**config.mk**
```make
export PLATFORM = sky130hd
export DESIGN_NAME = mpt_back
export DESIGN_NICKNAME = d
export VERILOG_FILES = /design/src/mpt_pkg.sv /design/src/mpt_ram.sv /design/src/mpt_back.sv
export VERILOG_INCLUDE_DIRS = /design/src /design/src/src
export SDC_FILE = /design/constraint.sdc
export NUM_CORES = 2
export LEC_CHECK = 0
export BUFFER_PORTS_ARGS = -buffer_cell sky130_fd_sc_hd__buf_4
export CORE_MARGIN = 2
export CORE_UTILIZATION = 46
export CTS_CLUSTER_DIAMETER = 80
export CTS_CLUSTER_SIZE = 24
export DETAILED_ROUTE_END_ITERATION = 8
export GPL_TIMING_DRIVEN = 0
export HOLD_SLACK_MARGIN = 0.06
export RECOVER_POWER = 100
export SLEW_MARGIN = 5
export SYNTH_ARGS = -nofsm -noshare
export SYNTH_HDL_FRONTEND = slang
export SYNTH_SLANG_ARGS = --single-unit
```
**constraint.sdc**
```tcl
create_clock -name clk -period 7.5 [get_ports clk]
set_clock_uncertainty 0.2 [all_clocks]
set_input_delay 1.5 -clock clk [delete_from_list [all_inputs] [get_ports clk]]
set_output_delay 1.5 -clock clk [all_outputs]
set_load 0.005 [all_outputs]
```
**src/monotone_polygon_triangulator_core_defines.svh**
```systemverilog
// Assertion macros shared by the triangulator RTL.
`ifndef MONOTONE_POLYGON_TRIANGULATOR_CORE_DEFINES_SVH
`define MONOTONE_POLYGON_TRIANGULATOR_CORE_DEFINES_SVH
`ifndef SYNTHESIS
`define MPT_CHECK(label, cond) \
    label: assert property (@(posedge clk) disable iff (!rst_n) (cond)) \
        else $error("assertion failed");
`define MPT_CHECK_NEXT(label, pre, post) \
    label: assert property (@(posedge clk) disable iff (!rst_n) (pre) |=> (post)) \
        else $error("assertion failed");
`else
`define MPT_CHECK(label, cond)
`define MPT_CHECK_NEXT(label, pre, post)
`endif
`endif

```
**src/mpt_pkg.sv**
```systemverilog
// Shared types, constants and helpers of the polygon triangulator.
`default_nettype none
package mpt_pkg;
    localparam int DEF_MAX_VERTICES = 64;
    localparam int DEF_COORD_BITS   = 16;
    localparam int CORNER_W         = 6;
    localparam int STATUS_W         = 2;
    localparam int IN_COORD_W       = 16;
    localparam int IN_TDATA_W       = 32;
    localparam int OUT_TDATA_W      = 24;

    typedef enum logic [STATUS_W-1:0] {
        ST_OK   = 2'd0,
        ST_FEW  = 2'd1,
        ST_MANY = 2'd2
    } status_t;

    typedef enum logic [3:0] {
        S_IDLE,
        S_CHECK,
        S_LESS,
        S_POPCHK,
        S_TURN0,
        S_TURN1,
        S_TURN2,
        S_TURN3,
        S_EMIT,
        S_POP,
        S_POP_WAIT,
        S_FLUSH,
        S_FLUSH_DONE,
        S_PUSH2,
        S_END,
        S_ERR
    } state_t;

    typedef struct packed {
        logic [CORNER_W-1:0] a;
        logic [CORNER_W-1:0] b;
        logic [CORNER_W-1:0] c;
    } tri_t;

    // Rotates a triangle so that its smallest index leads, keeping the winding.
    function automatic tri_t rotate_tri(input tri_t t);
        tri_t r;
        logic [CORNER_W-1:0] min_ac;
        logic [CORNER_W-1:0] min_ab;
        min_ac = (t.a < t.c) ? t.a : t.c;
        min_ab = (t.a < t.b) ? t.a : t.b;
        if (t.b < min_ac)
        begin
            r.a = t.b;
            r.b = t.c;
            r.c = t.a;
        end
        else if (t.c < min_ab)
        begin
            r.a = t.c;
            r.b = t.a;
            r.c = t.b;
        end
        else
        begin
            r = t;
        end
        return r;
    endfunction
endpackage
`default_nettype wire

```
**src/mpt_ram.sv**
```systemverilog
// Generic single-write, single-read RAM with registered read data.
`default_nettype none
module mpt_ram #(
    parameter int WIDTH = 8,
    parameter int DEPTH = 64
) (
    input  wire logic                     clk,
    input  wire logic                     we,
    input  wire logic [$clog2(DEPTH)-1:0] waddr,
    input  wire logic [WIDTH-1:0]         wdata,
    input  wire logic [$clog2(DEPTH)-1:0] raddr,
    output logic      [WIDTH-1:0]         rdata
);
    logic [WIDTH-1:0] mem [DEPTH];

    always_ff @(posedge clk)
    begin
        if (we)
        begin
            mem[waddr] <= wdata;
        end
        rdata <= mem[raddr];
    end
endmodule
`default_nettype wire

```
**src/mpt_back.sv**
```systemverilog
// Back end: chain-merging sweep with a vertex stack, orientation unit and result stage.
`default_nettype none
`include "monotone_polygon_triangulator_core_defines.svh"
module mpt_back #(
    parameter int MAX_VERTICES = mpt_pkg::DEF_MAX_VERTICES,
    parameter int COORD_BITS   = mpt_pkg::DEF_COORD_BITS
) (
    input  wire logic                                clk,
    input  wire logic                                rst_n,
    input  wire logic                                job_valid,
    input  wire logic [$clog2(MAX_VERTICES+1)+mpt_pkg::STATUS_W-1:0] job_data,
    output logic                                     job_pop,
    output logic                                     busy,
    output logic [$clog2(MAX_VERTICES)-1:0]          raddr_a,
    output logic [$clog2(MAX_VERTICES)-1:0]          raddr_b,
    output logic [$clog2(MAX_VERTICES)-1:0]          raddr_c,
    input  wire logic [2*COORD_BITS-1:0]             rdata_a,
    input  wire logic [2*COORD_BITS-1:0]             rdata_b,
    input  wire logic [2*COORD_BITS-1:0]             rdata_c,
    output logic                                     m_tvalid,
    input  wire logic                                m_tready,
    output logic [mpt_pkg::OUT_TDATA_W-1:0]          m_tdata,
    output logic                                     m_tlast
);
    import mpt_pkg::*;

    localparam int IDX_W = $clog2(MAX_VERTICES);
    localparam int CNT_W = $clog2(MAX_VERTICES + 1);
    localparam int SE_W  = 1 + 2 * IDX_W;
    localparam int D_W   = COORD_BITS + 1;
    localparam int P_W   = 2 * D_W;

    state_t state_reg, state_next;
    state_t ret_reg, ret_next;

    logic [CNT_W-1:0] n_reg, n_next;
    status_t          status_reg, status_next;
    logic [IDX_W-1:0] lo_reg, lo_next, up_reg, up_next;
    logic [IDX_W-1:0] cur_reg, cur_next, prev_reg, prev_next;
    logic [CNT_W-1:0] depth_reg, depth_next;
    logic [SE_W-1:0]  top_reg, top_next;
    logic             flush_reg, flush_next, final_reg, final_next;
    logic [IDX_W-1:0] ta_reg, ta_next, tb_reg, tb_next, tc_reg, tc_next;
    logic signed [D_W-1:0] dx1_reg, dy1_reg, dx2_reg, dy2_reg;
    logic signed [P_W-1:0] p1_reg, p2_reg;
    tri_t             tri_reg, tri_next;
    tri_t             hold_reg, hold_next;
    logic             hold_valid_reg, hold_valid_next;
    tri_t             out_reg, out_next;
    status_t          out_status_reg, out_status_next;
    logic             out_last_reg, out_last_next;
    logic             out_valid_reg, out_valid_next;

    // Stack port
    logic             stk_we;
    logic [IDX_W-1:0] stk_waddr, stk_raddr;
    logic [SE_W-1:0]  stk_rdata;

    // Decisions
    logic             out_free;
    logic [SE_W-1:0]  top_eff;
    logic             top_has;
    logic [IDX_W-1:0] top_base, top_tip;
    logic signed [COORD_BITS-1:0] lx, ly, ux, uy;
    logic             lo_less;
    logic [IDX_W-1:0] pick;
    logic             pick_nb;
    logic             neg;
    logic             push_en;
    logic [SE_W-1:0]  push_val;
    logic [CNT_W-1:0] depth_m1, depth_m2;
    tri_t             tri_raw;
    status_t          job_status;
    logic [CNT_W-1:0] job_n;

    function automatic logic adjacent(input logic [IDX_W-1:0] a, input logic [IDX_W-1:0] b,
                                      input logic [CNT_W-1:0] n);
        logic [CNT_W-1:0] an, bn, a1, b1;
        an = CNT_W'(a);
        bn = CNT_W'(b);
        a1 = (an + CNT_W'(1) == n) ? '0 : an + CNT_W'(1);
        b1 = (bn + CNT_W'(1) == n) ? '0 : bn + CNT_W'(1);
        return (a1 == bn) || (b1 == an);
    endfunction

    assign job_status = status_t'(job_data[CNT_W+STATUS_W-1:CNT_W]);
    assign job_n      = job_data[CNT_W-1:0];

    assign out_free = !out_valid_reg || m_tready;
    assign top_eff  = (depth_reg == '0) ? '0 : top_reg;
    assign top_has  = top_eff[SE_W-1];
    assign top_base = top_eff[2*IDX_W-1:IDX_W];
    assign top_tip  = top_eff[IDX_W-1:0];
    assign depth_m1 = depth_reg - CNT_W'(1);
    assign depth_m2 = depth_reg - CNT_W'(2);

    assign lx = rdata_a[COORD_BITS-1:0];
    assign ly = rdata_a[2*COORD_BITS-1:COORD_BITS];
    assign ux = rdata_b[COORD_BITS-1:0];
    assign uy = rdata_b[2*COORD_BITS-1:COORD_BITS];
    // Equal keys take the upper chain.
    assign lo_less = (lx < ux) || ((lx == ux) && (ly < uy));
    assign pick    = lo_less ? lo_reg : up_reg;
    assign pick_nb = adjacent(pick, top_tip, n_reg);
    assign neg     = p1_reg < p2_reg;

    // A negative turn swaps the outer corners to make the triangle counter-clockwise.
    always_comb
    begin
        tri_raw.a = neg ? CORNER_W'(tc_reg) : CORNER_W'(ta_reg);
        tri_raw.b = CORNER_W'(tb_reg);
        tri_raw.c = neg ? CORNER_W'(ta_reg) : CORNER_W'(tc_reg);
    end

    assign raddr_a   = (state_reg == S_CHECK) ? lo_reg : ta_reg;
    assign raddr_b   = (state_reg == S_CHECK) ? up_reg : tb_reg;
    assign raddr_c   = tc_reg;
    assign stk_raddr = depth_m2[IDX_W-1:0];
    assign stk_waddr = depth_m1[IDX_W-1:0];

    assign busy     = state_reg != S_IDLE;
    assign m_tvalid = out_valid_reg;
    assign m_tdata  = OUT_TDATA_W'({out_status_reg, out_reg.c, out_reg.b, out_reg.a});
    assign m_tlast  = out_last_reg;

    mpt_ram #(
        .WIDTH(SE_W),
        .DEPTH(MAX_VERTICES)
    ) u_stack (
        .clk  (clk),
        .we   (stk_we),
        .waddr(stk_waddr),
        .wdata(top_reg),
        .raddr(stk_raddr),
        .rdata(stk_rdata)
    );

    // Next state
    always_comb
    begin
        state_next = state_reg;
        unique case (state_reg)
            S_IDLE:
            begin
                if (job_valid)
                begin
                    state_next = (job_status == ST_OK) ? S_CHECK : S_ERR;
                end
            end
            S_CHECK:      state_next = (lo_reg == up_reg) ? S_FLUSH : S_LESS;
            S_LESS:       state_next = pick_nb ? S_POPCHK : S_FLUSH;
            S_POPCHK:     state_next = top_has ? S_TURN0 : S_CHECK;
            S_TURN0:      state_next = S_TURN1;
            S_TURN1:      state_next = S_TURN2;
            S_TURN2:      state_next = S_TURN3;
            S_TURN3:      state_next = (flush_reg || neg) ? S_EMIT : S_CHECK;
            S_EMIT:
            begin
                if (!hold_valid_reg || out_free)
                begin
                    state_next = S_POP;
                end
            end
            S_POP:        state_next = S_POP_WAIT;
            S_POP_WAIT:   state_next = ret_reg;
            S_FLUSH:
            begin
                if (top_has)
                begin
                    state_next = S_TURN0;
                end
                else if (depth_reg != '0)
                begin
                    state_next = S_POP;
                end
                else
                begin
                    state_next = S_FLUSH_DONE;
                end
            end
            S_FLUSH_DONE: state_next = final_reg ? S_END : S_PUSH2;
            S_PUSH2:      state_next = S_CHECK;
            S_END:
            begin
                if (!hold_valid_reg || out_free)
                begin
                    state_next = S_IDLE;
                end
            end
            S_ERR:
            begin
                if (out_free)
                begin
                    state_next = S_IDLE;
                end
            end
            default:      state_next = S_IDLE;
        endcase
    end

    // Datapath and outputs
    always_comb
    begin
        ret_next        = ret_reg;
        n_next          = n_reg;
        status_next     = status_reg;
        lo_next         = lo_reg;
        up_next         = up_reg;
        cur_next        = cur_reg;
        prev_next       = prev_reg;
        depth_next      = depth_reg;
        top_next        = top_reg;
        flush_next      = flush_reg;
        final_next      = final_reg;
        ta_next         = ta_reg;
        tb_next         = tb_reg;
        tc_next         = tc_reg;
        tri_next        = tri_reg;
        hold_next       = hold_reg;
        hold_valid_next = hold_valid_reg;
        out_next        = out_reg;
        out_status_next = out_status_reg;
        out_last_next   = out_last_reg;
        out_valid_next  = out_valid_reg && !m_tready;
        job_pop         = 1'b0;
        push_en         = 1'b0;
        push_val        = '0;
        stk_we          = 1'b0;

        unique case (state_reg)
            S_IDLE:
            begin
                if (job_valid)
                begin
                    job_pop     = 1'b1;
                    n_next      = job_n;
                    status_next = job_status;
                    depth_next  = CNT_W'(1);
                    top_next    = '0;
                    lo_next     = IDX_W'(1);
                    up_next     = IDX_W'(job_n - CNT_W'(1));
                end
            end
            S_CHECK:
            begin
                if (lo_reg == up_reg)
                begin
                    cur_next   = lo_reg;
                    flush_next = 1'b1;
                    final_next = 1'b1;
                end
            end
            S_LESS:
            begin
                cur_next = pick;
                if (lo_less)
                begin
                    lo_next = lo_reg + IDX_W'(1);
                end
                else
                begin
                    up_next = up_reg - IDX_W'(1);
                end
                if (!pick_nb)
                begin
                    prev_next  = top_tip;
                    flush_next = 1'b1;
                    final_next = 1'b0;
                end
                else
                begin
                    flush_next = 1'b0;
                end
            end
            S_POPCHK:
            begin
                if (top_has)
                begin
                    ta_next = top_base;
                    tb_next = top_tip;
                    tc_next = cur_reg;
                end
                else
                begin
                    push_en  = 1'b1;
                    push_val = {1'b1, top_tip, cur_reg};
                end
            end
            S_TURN0:
            begin
            end
            S_TURN1:
            begin
            end
            S_TURN2:
            begin
            end
            S_TURN3:
            begin
                if (flush_reg || neg)
                begin
                    tri_next = rotate_tri(tri_raw);
                end
                else
                begin
                    push_en  = 1'b1;
                    push_val = {1'b1, top_tip, cur_reg};
                end
            end
            S_EMIT:
            begin
                // The previous triangle leaves only once another one follows it or the sweep ends.
                if (!hold_valid_reg || out_free)
                begin
                    if (hold_valid_reg)
                    begin
                        out_next        = hold_reg;
                        out_status_next = ST_OK;
                        out_last_next   = 1'b0;
                        out_valid_next  = 1'b1;
                    end
                    hold_next       = tri_reg;
                    hold_valid_next = 1'b1;
                    ret_next        = flush_reg ? S_FLUSH : S_POPCHK;
                end
            end
            S_POP:
            begin
                depth_next = depth_m1;
            end
            S_POP_WAIT:
            begin
                if (depth_reg != '0)
                begin
                    top_next = stk_rdata;
                end
            end
            S_FLUSH:
            begin
                if (top_has)
                begin
                    ta_next = top_base;
                    tb_next = top_tip;
                    tc_next = cur_reg;
                end
                else if (depth_reg != '0)
                begin
                    ret_next = S_FLUSH_DONE;
                end
            end
            S_FLUSH_DONE:
            begin
                if (!final_reg)
                begin
                    push_en  = 1'b1;
                    push_val = {1'b0, {IDX_W{1'b0}}, prev_reg};
                end
            end
            S_PUSH2:
            begin
                push_en  = 1'b1;
                push_val = {1'b1, prev_reg, cur_reg};
            end
            S_END:
            begin
                if (hold_valid_reg && out_free)
                begin
                    out_next        = hold_reg;
                    out_status_next = ST_OK;
                    out_last_next   = 1'b1;
                    out_valid_next  = 1'b1;
                    hold_valid_next = 1'b0;
                end
            end
            S_ERR:
            begin
                if (out_free)
                begin
                    out_next        = '0;
                    out_status_next = status_reg;
                    out_last_next   = 1'b1;
                    out_valid_next  = 1'b1;
                end
            end
            default:
            begin
            end
        endcase

        // A push onto a full stack is dropped.
        if (push_en && (depth_reg < CNT_W'(MAX_VERTICES)))
        begin
            stk_we     = depth_reg != '0;
            top_next   = push_val;
            depth_next = depth_reg + CNT_W'(1);
        end
    end

    // Orientation unit: differences, then products, then the sign compare in S_TURN3.
    always_ff @(posedge clk)
    begin
        if (state_reg == S_TURN1)
        begin
            dx1_reg <= {rdata_b[COORD_BITS-1], rdata_b[COORD_BITS-1:0]}
                     - {rdata_a[COORD_BITS-1], rdata_a[COORD_BITS-1:0]};
            dy1_reg <= {rdata_b[2*COORD_BITS-1], rdata_b[2*COORD_BITS-1:COORD_BITS]}
                     - {rdata_a[2*COORD_BITS-1], rdata_a[2*COORD_BITS-1:COORD_BITS]};
            dx2_reg <= {rdata_c[COORD_BITS-1], rdata_c[COORD_BITS-1:0]}
                     - {rdata_a[COORD_BITS-1], rdata_a[COORD_BITS-1:0]};
            dy2_reg <= {rdata_c[2*COORD_BITS-1], rdata_c[2*COORD_BITS-1:COORD_BITS]}
                     - {rdata_a[2*COORD_BITS-1], rdata_a[2*COORD_BITS-1:COORD_BITS]};
        end
        if (state_reg == S_TURN2)
        begin
            p1_reg <= P_W'(dx1_reg) * P_W'(dy2_reg);
            p2_reg <= P_W'(dy1_reg) * P_W'(dx2_reg);
        end
    end

    always_ff @(posedge clk)
    begin
        n_reg      <= n_next;
        status_reg <= status_next;
        lo_reg     <= lo_next;
        up_reg     <= up_next;
        cur_reg    <= cur_next;
        prev_reg   <= prev_next;
        top_reg    <= top_next;
        ta_reg     <= ta_next;
        tb_reg     <= tb_next;
        tc_reg     <= tc_next;
        tri_reg    <= tri_next;
        hold_reg   <= hold_next;
        out_reg    <= out_next;
        out_status_reg <= out_status_next;
        out_last_reg   <= out_last_next;
    end

    always_ff @(posedge clk or negedge rst_n)
    begin
        if (!rst_n)
        begin
            state_reg      <= S_IDLE;
            ret_reg        <= S_IDLE;
            depth_reg      <= '0;
            flush_reg      <= 1'b0;
            final_reg      <= 1'b0;
            hold_valid_reg <= 1'b0;
            out_valid_reg  <= 1'b0;
        end
        else
        begin
            state_reg      <= state_next;
            ret_reg        <= ret_next;
            depth_reg      <= depth_next;
            flush_reg      <= flush_next;
            final_reg      <= final_next;
            hold_valid_reg <= hold_valid_next;
            out_valid_reg  <= out_valid_next;
        end
    end

    `MPT_CHECK(a_depth_bound, depth_reg <= CNT_W'(MAX_VERTICES))
    `MPT_CHECK(a_cursor_order, (state_reg != S_CHECK) || (lo_reg <= up_reg))
    `MPT_CHECK(a_hold_idle, (state_reg != S_IDLE) || !hold_valid_reg)
    `MPT_CHECK_NEXT(a_err_once, (state_reg == S_ERR) && out_free, (state_reg == S_IDLE) && out_valid_reg && out_last_reg)
endmodule
`default_nettype wire

```
Word-level counts from Yosys, hierarchy flattened
Memory sizes are Yosys's and may differ from the RTL's. A register that Yosys moved wholly into a read port is not among the register bits.
Index checks and enable logic that the tools add are counted.

word-level totals
  register bits = 276
  RAM bits = 832
  input port bits = 109
  output and inout bits = 46
  logic and storage cells = 219
  memories = 1

memory list
  memory       words  bits a word  read ports  clocked after Yosys merged registers in  wr ports  line           source
  u_stack.mem  64     13           1           1                                        1         mpt_ram.sv:14  logic [WIDTH-1:0] mem [DEPTH];

cells by class
  add/sub/neg operators = 12
  $mul = 2
  order comparisons = 8
  equality and inequality tests = 35
  multiplexer cells = 86
  bitwise gates (word level) = 1
  reductions and logical operators = 40

operator list
  operator                                                         number
  18-bit 2-to-1 mux                                                6
  13-bit 2-to-1 mux                                                6
  6-bit 2-to-1 mux                                                 13
  17-bit by 17-bit multiplier with 34-bit output                   2
  16-bit by 16-bit subtractor with 17-bit output                   4
  4-bit one-hot mux with 16 select lines                           1
  18-bit one-hot mux with 3 select lines                           1
  4-bit 2-to-1 mux                                                 13
  13-bit one-hot mux with 4 select lines                           1
  6-bit one-hot mux with 2 select lines                            3
  34-bit less-than comparator                                      1
  4-bit == test, second input constant                             8
  16-bit less-than comparator                                      2
  7-bit 2-to-1 mux                                                 4
  13-bit one-hot mux with 2 select lines                           1
  6-bit less-than comparator                                       4
  2-bit != test, second input constant                             11
  1-bit 2-to-1 mux                                                 21
  16-bit == test                                                   1
  4-bit by 3-bit == test with 1-bit output, second input constant  4
  3-bit AND reduction                                              5
  6-bit by 1-bit adder with 7-bit output, second input constant    2
  7-bit by 6-bit == test with 1-bit output                         2
  7-bit == test                                                    2
  other kinds (34)                                                 66

Longest topological paths before layout
  depth in word-level cells = 11
  mapped depth = 29
  mapped depth without buffers = 27

Cells and area by module
From an unflattened synthesis, not the netlist that was laid out.

second synthesis, totals
  cells, all modules = 5,251
  area, all modules = 70,005.9 um^2

modules (own cells, without submodules)
  module    times used  cells each  area an instance (um^2)  sequential area each (um^2)
  mpt_back  1           3,849       37,659.9                 8,167.8
  mpt_ram   1           1,402       32,346.0                 25,244.2

Worst setup path before layout
OpenSTA, ideal clock, no wires.

  kind = register to register
  from = reg dy2_reg[5]
  to = reg p1_reg[33] (data pin)
  library setup time = 0.260 ns
  arrival = 6.192 ns
  required time = 7.040 ns
  path slack = 0.848 ns
  stages on the path, launching flop included = 26
  buffers on the path = 2
  period minus slack after synthesis = 6.652 ns
  cells stage by stage = edfxtp_1 clkbuf_1 clkbuf_1 nand2_1 fa_1 inv_1 fa_1 inv_1 fa_1 inv_1 fa_1 inv_1 fa_1 inv_1 fa_1 ha_1 a21o_1 a211oi_1 nand2_1 a2111oi_0 nor3b_1 o21ai_0 o2111ai_1 a31o_2 a21oi_1 xnor2_1

between the ends
  cells in the longest elaborated chain, start to end = 1

RTL lines
  what                                            line             source
  start: declaration                              mpt_back.sv:44   logic signed [D_W-1:0] dx1_reg, dy1_reg, dx2_reg, dy2_reg;
  start signal: assignment                        mpt_back.sv:410  dy2_reg <= {rdata_c[2*COORD_BITS-1], rdata_c[2*COORD_BITS-1:COORD_BITS]}
  17-bit by 17-bit multiplier with 34-bit output  mpt_back.sv:415  p1_reg <= P_W'(dx1_reg) * P_W'(dy2_reg);
  end signal: assignment                          mpt_back.sv:415
  end: declaration                                mpt_back.sv:45   logic signed [P_W-1:0] p1_reg, p2_reg;

Every way passes these cells.
A chain may end at the register's enable or synchronous reset.

Final worst setup path
  from = reg dx1_reg[10]
  to = reg p1_reg[32] (data pin)

between the ends
  cells in the longest elaborated chain, start to end = 1

RTL lines
  what                                            line             source
  start: declaration                              mpt_back.sv:44
  start signal: assignment                        mpt_back.sv:404  dx1_reg <= {rdata_b[COORD_BITS-1], rdata_b[COORD_BITS-1:0]}
  17-bit by 17-bit multiplier with 34-bit output  mpt_back.sv:415

Every way passes these cells.

==> run metrics <==
outcome=finished with violations; failing checks=max-capacitance violations, max-slew violations; Clock Tree Buf Depth=3; slowest stage delay, CP=550 ps; nets@finish=6,478; yosys warns=0; vias in the first global route=approximately 43,000; Die Width=roughly 390 µm; post-synthesis cell count=5,172; via count=approximately 41,000; total CTS buffers=72; type of the worst setup path=reg2reg; Residual DRC=0; critical path's slowest cell=fa_1; r2r endpoint=p1_reg[32]; Cell Chain, Critical Path=clkbuf_2 -> nand2_1 -> fa_1 -> inv_1 -> fa_1 -> inv_1 -> fa_1 -> fa_1 -> inv_1 -> fa_1 -> fa_1 -> ha_1 -> a21o_1 -> a21oi_1 -> nor2b_1 -> o311ai_2 -> a2111o_1 -> a21oi_1 -> o31a_1 -> o41ai_1 -> o21ai_0 -> a21oi_1 -> xnor2_1; H-tree Lvls=3; mean post-synth cell area=13.45 µm²; Final Hold Viols=0; Area contributors post-synth=edfxtp_1 47%, fa_1 17%, mux4_2 8.4%, ha_1 5.2%, inv_1 4.2%; Syn-to-layout area delta=9.721%; initial antenna violation count=3; CP arrival=7450 ps; Slew Limit Fails=112; cells on worst reg2reg path=23; first-pass GRT wire length=265.7 mm; Main synth FF type=edfxtp_1; Core ar.=0.1500 mm²; total track usage=23.05%; Synth Cell Area=between 0.06 and 0.07 mm²; Final Critical Period=around 7200 ps; Layout Cells excl Fill=7,545; register area share after synthesis=48.04%; Antenna Violating Nets Remaining=0; CTS clk-pin slew, worst paths=about 90 ps; Post-synth EDFFs=1,089; IO Pins=between 150 and 200; share of layout cells above drive strength 1=12.28%; Vias/cell=between 5 and 6; CTS tree=done; DRT iter0 DRCs=3,117; dpl hpwl=131.4 mm; largest net degree at the start of global routing=34; Die Y=392.9 µm; Critical Path Sink Type=flip-flop; f_max=138.3 MHz; root buffer cell=clkbuf_16; Hold Path End=hold_reg[13]; Least-Margin Pin Slew=between 1500 and 2000 ps; Tightest Hold Check Type=reg2reg; hold slack=223.4 ps; Routability Congestion=~0.9; hold path startpoint=tri_reg[13]; routed wire length=173.4 mm; Final setup viols=0; Yosys reg bits=1,120; post-DR wirelength/cell=22.99 µm; Max Cap Viol=5; first drt pass iteration count=7; Initial Util=46.38%; worst-path fanout max=10; Filler cells=12,850; period utilization=96.43%; commonest non-fill, non-tap cells in the layout=1,089 x edfxtp_1, 777 x inv_1, 595 x fa_1; ys async rst share=1.607%; most common cell after layout, fill and taps aside=edfxtp_1; Worst R2R Setup Slack=between 200 and 300 ps; Largest register FFs=832; hold_buf cts=0; top cell type's share of synthesized area=47.02%; Crit path required time=just under 8000 ps; placed cells=7,383; FP Rows=142; Relative slew margins=-22.46%; Clk Latency, worst-skew pair=700 ps; Buffers on Ports=150; CTS Sinks=~1,100; startpoint types=flip-flop; Hold Path Cell Cnt=0; Reg-to-Reg Start=dx1_reg[10]; total grt overflow=0; total die area=0.1543 mm²; CP most frequent cell=fa_1; Unique masters post-synth=87; Synth area leader=edfxtp_1
## Yosys cell counts (8+ instances only)
| library cell | number |
|---|---|
| nor3_1 | 31 |
| a21o_1 | 25 |
| nor2_1 | 256 |
| a21boi_0 | 40 |
| nand4_1 | 16 |
| o21ai_1 | 9 |
| mux4_2 | 260 |
| a31oi_1 | 11 |
| xnor2_1 | 91 |
| and4_1 | 9 |
| inv_1 | 777 |
| a21oi_1 | 122 |
| and3_1 | 13 |
| o21bai_1 | 11 |
| buf_1 | 23 |
| clkbuf_1 | 152 |
| o211ai_1 | 8 |
| mux2_2 | 18 |
| mux2i_1 | 60 |
| nor2b_1 | 44 |
| ha_1 | 291 |
| buf_2 | 8 |
| nand3_1 | 42 |
| edfxtp_1 | 1089 |
| nand2b_1 | 51 |
| nand2_1 | 464 |
| o21a_1 | 16 |
| a211oi_1 | 16 |
| dfxtp_1 | 13 |
| and2_1 | 295 |
| o21ai_0 | 122 |
| fa_1 | 596 |
| dfrtp_1 | 18 |
| xor2_1 | 43 |
## kinds of logic (layout without fill, tap and decap cells)
logic type	count (synthesis)	in the layout	synth area share (%)
adders and majority gates	888	888	22.40
DFF	1120	1120	48.04
buffers and inverters	969	1322	5.301
other	1	5	0.005391
xor gates and xnor gates	135	135	1.727
muxes	338	338	9.574
and+or+nand+nor	1256	1256	8.672
AOI/OAI and AO/OA	465	465	4.280
## routing by layer
metal	GRT usage, %	up-vias	part of all wire (%)
met5	0	-	0
met4	5.775	0	2.6
met3	3.040	230	6.1
met2	39.22	1270	50
met1	31.41	21290	42
li1	-	18390	-
## area by class of cell
cell class,instances,area (µm²),area share [%]
sequential,1120,33410,43.78
multi-input combinational,3086,32580,42.69
inverter,778,2922,3.828
tap,2016,2522,3.305
clock buffer,77,1852,2.426
timing repair buffer,242,1584,2.076
buffer,182,842.1,1.103
clock inverter,43,598.1,0.7837
antenna,1,2.502,0.003279
## critical path: cells and delay by family, from the launching register on
| kind | cells | cell delay, ps |
|---|---|---|
| buf+inv | 4 | 490 |
| flops | 1 | 520 |
| xor+xnor | 1 | 120 |
| fa+ha+maj | 7 | 3450 |
| compound gates | 9 | 1970 |
| simple gates | 2 | 210 |
## through the flow
step	setup slack, ps	util, %	area [µm²]	setup TNS, ps
after floorplan	848.1	-	69570	0
after detailed placement	-877.2	49.56	74320	-25810
final	268.0	50.89	76320	0
after global placement	-1060	48.82	73210	-26200
after global routing	-15.73	50.89	76310	-15.73
after CTS	1.922	51.32	76960	0
## repair_timing
action	in CTS	in global routing
setup buffers	16	32
gates resized for setup	61	56
endpoints found under the setup margin	305	40
pin swaps	0	1
## worst max path at each step
stage,slack (ps),to,cells past startpoint,from
6_report,270,p1_reg[32],23,dx1_reg[10]
5_1_grt,-20,p1_reg[33],22,dx1_reg[5]
4_1_cts,2,p2_reg[33],23,dy1_reg[1]
3_5_place_dp,-880,prev_reg[0],28,depth_reg[0]
3_3_place_gp,-1060,prev_reg[1],28,depth_reg[0]
2_1_floorplan,850,p1_reg[33],25,dy2_reg[5]
Power is left out: the tool's default activity adds up to more than one toggle a clock period on the data nets, which glitch-free logic cannot reach.
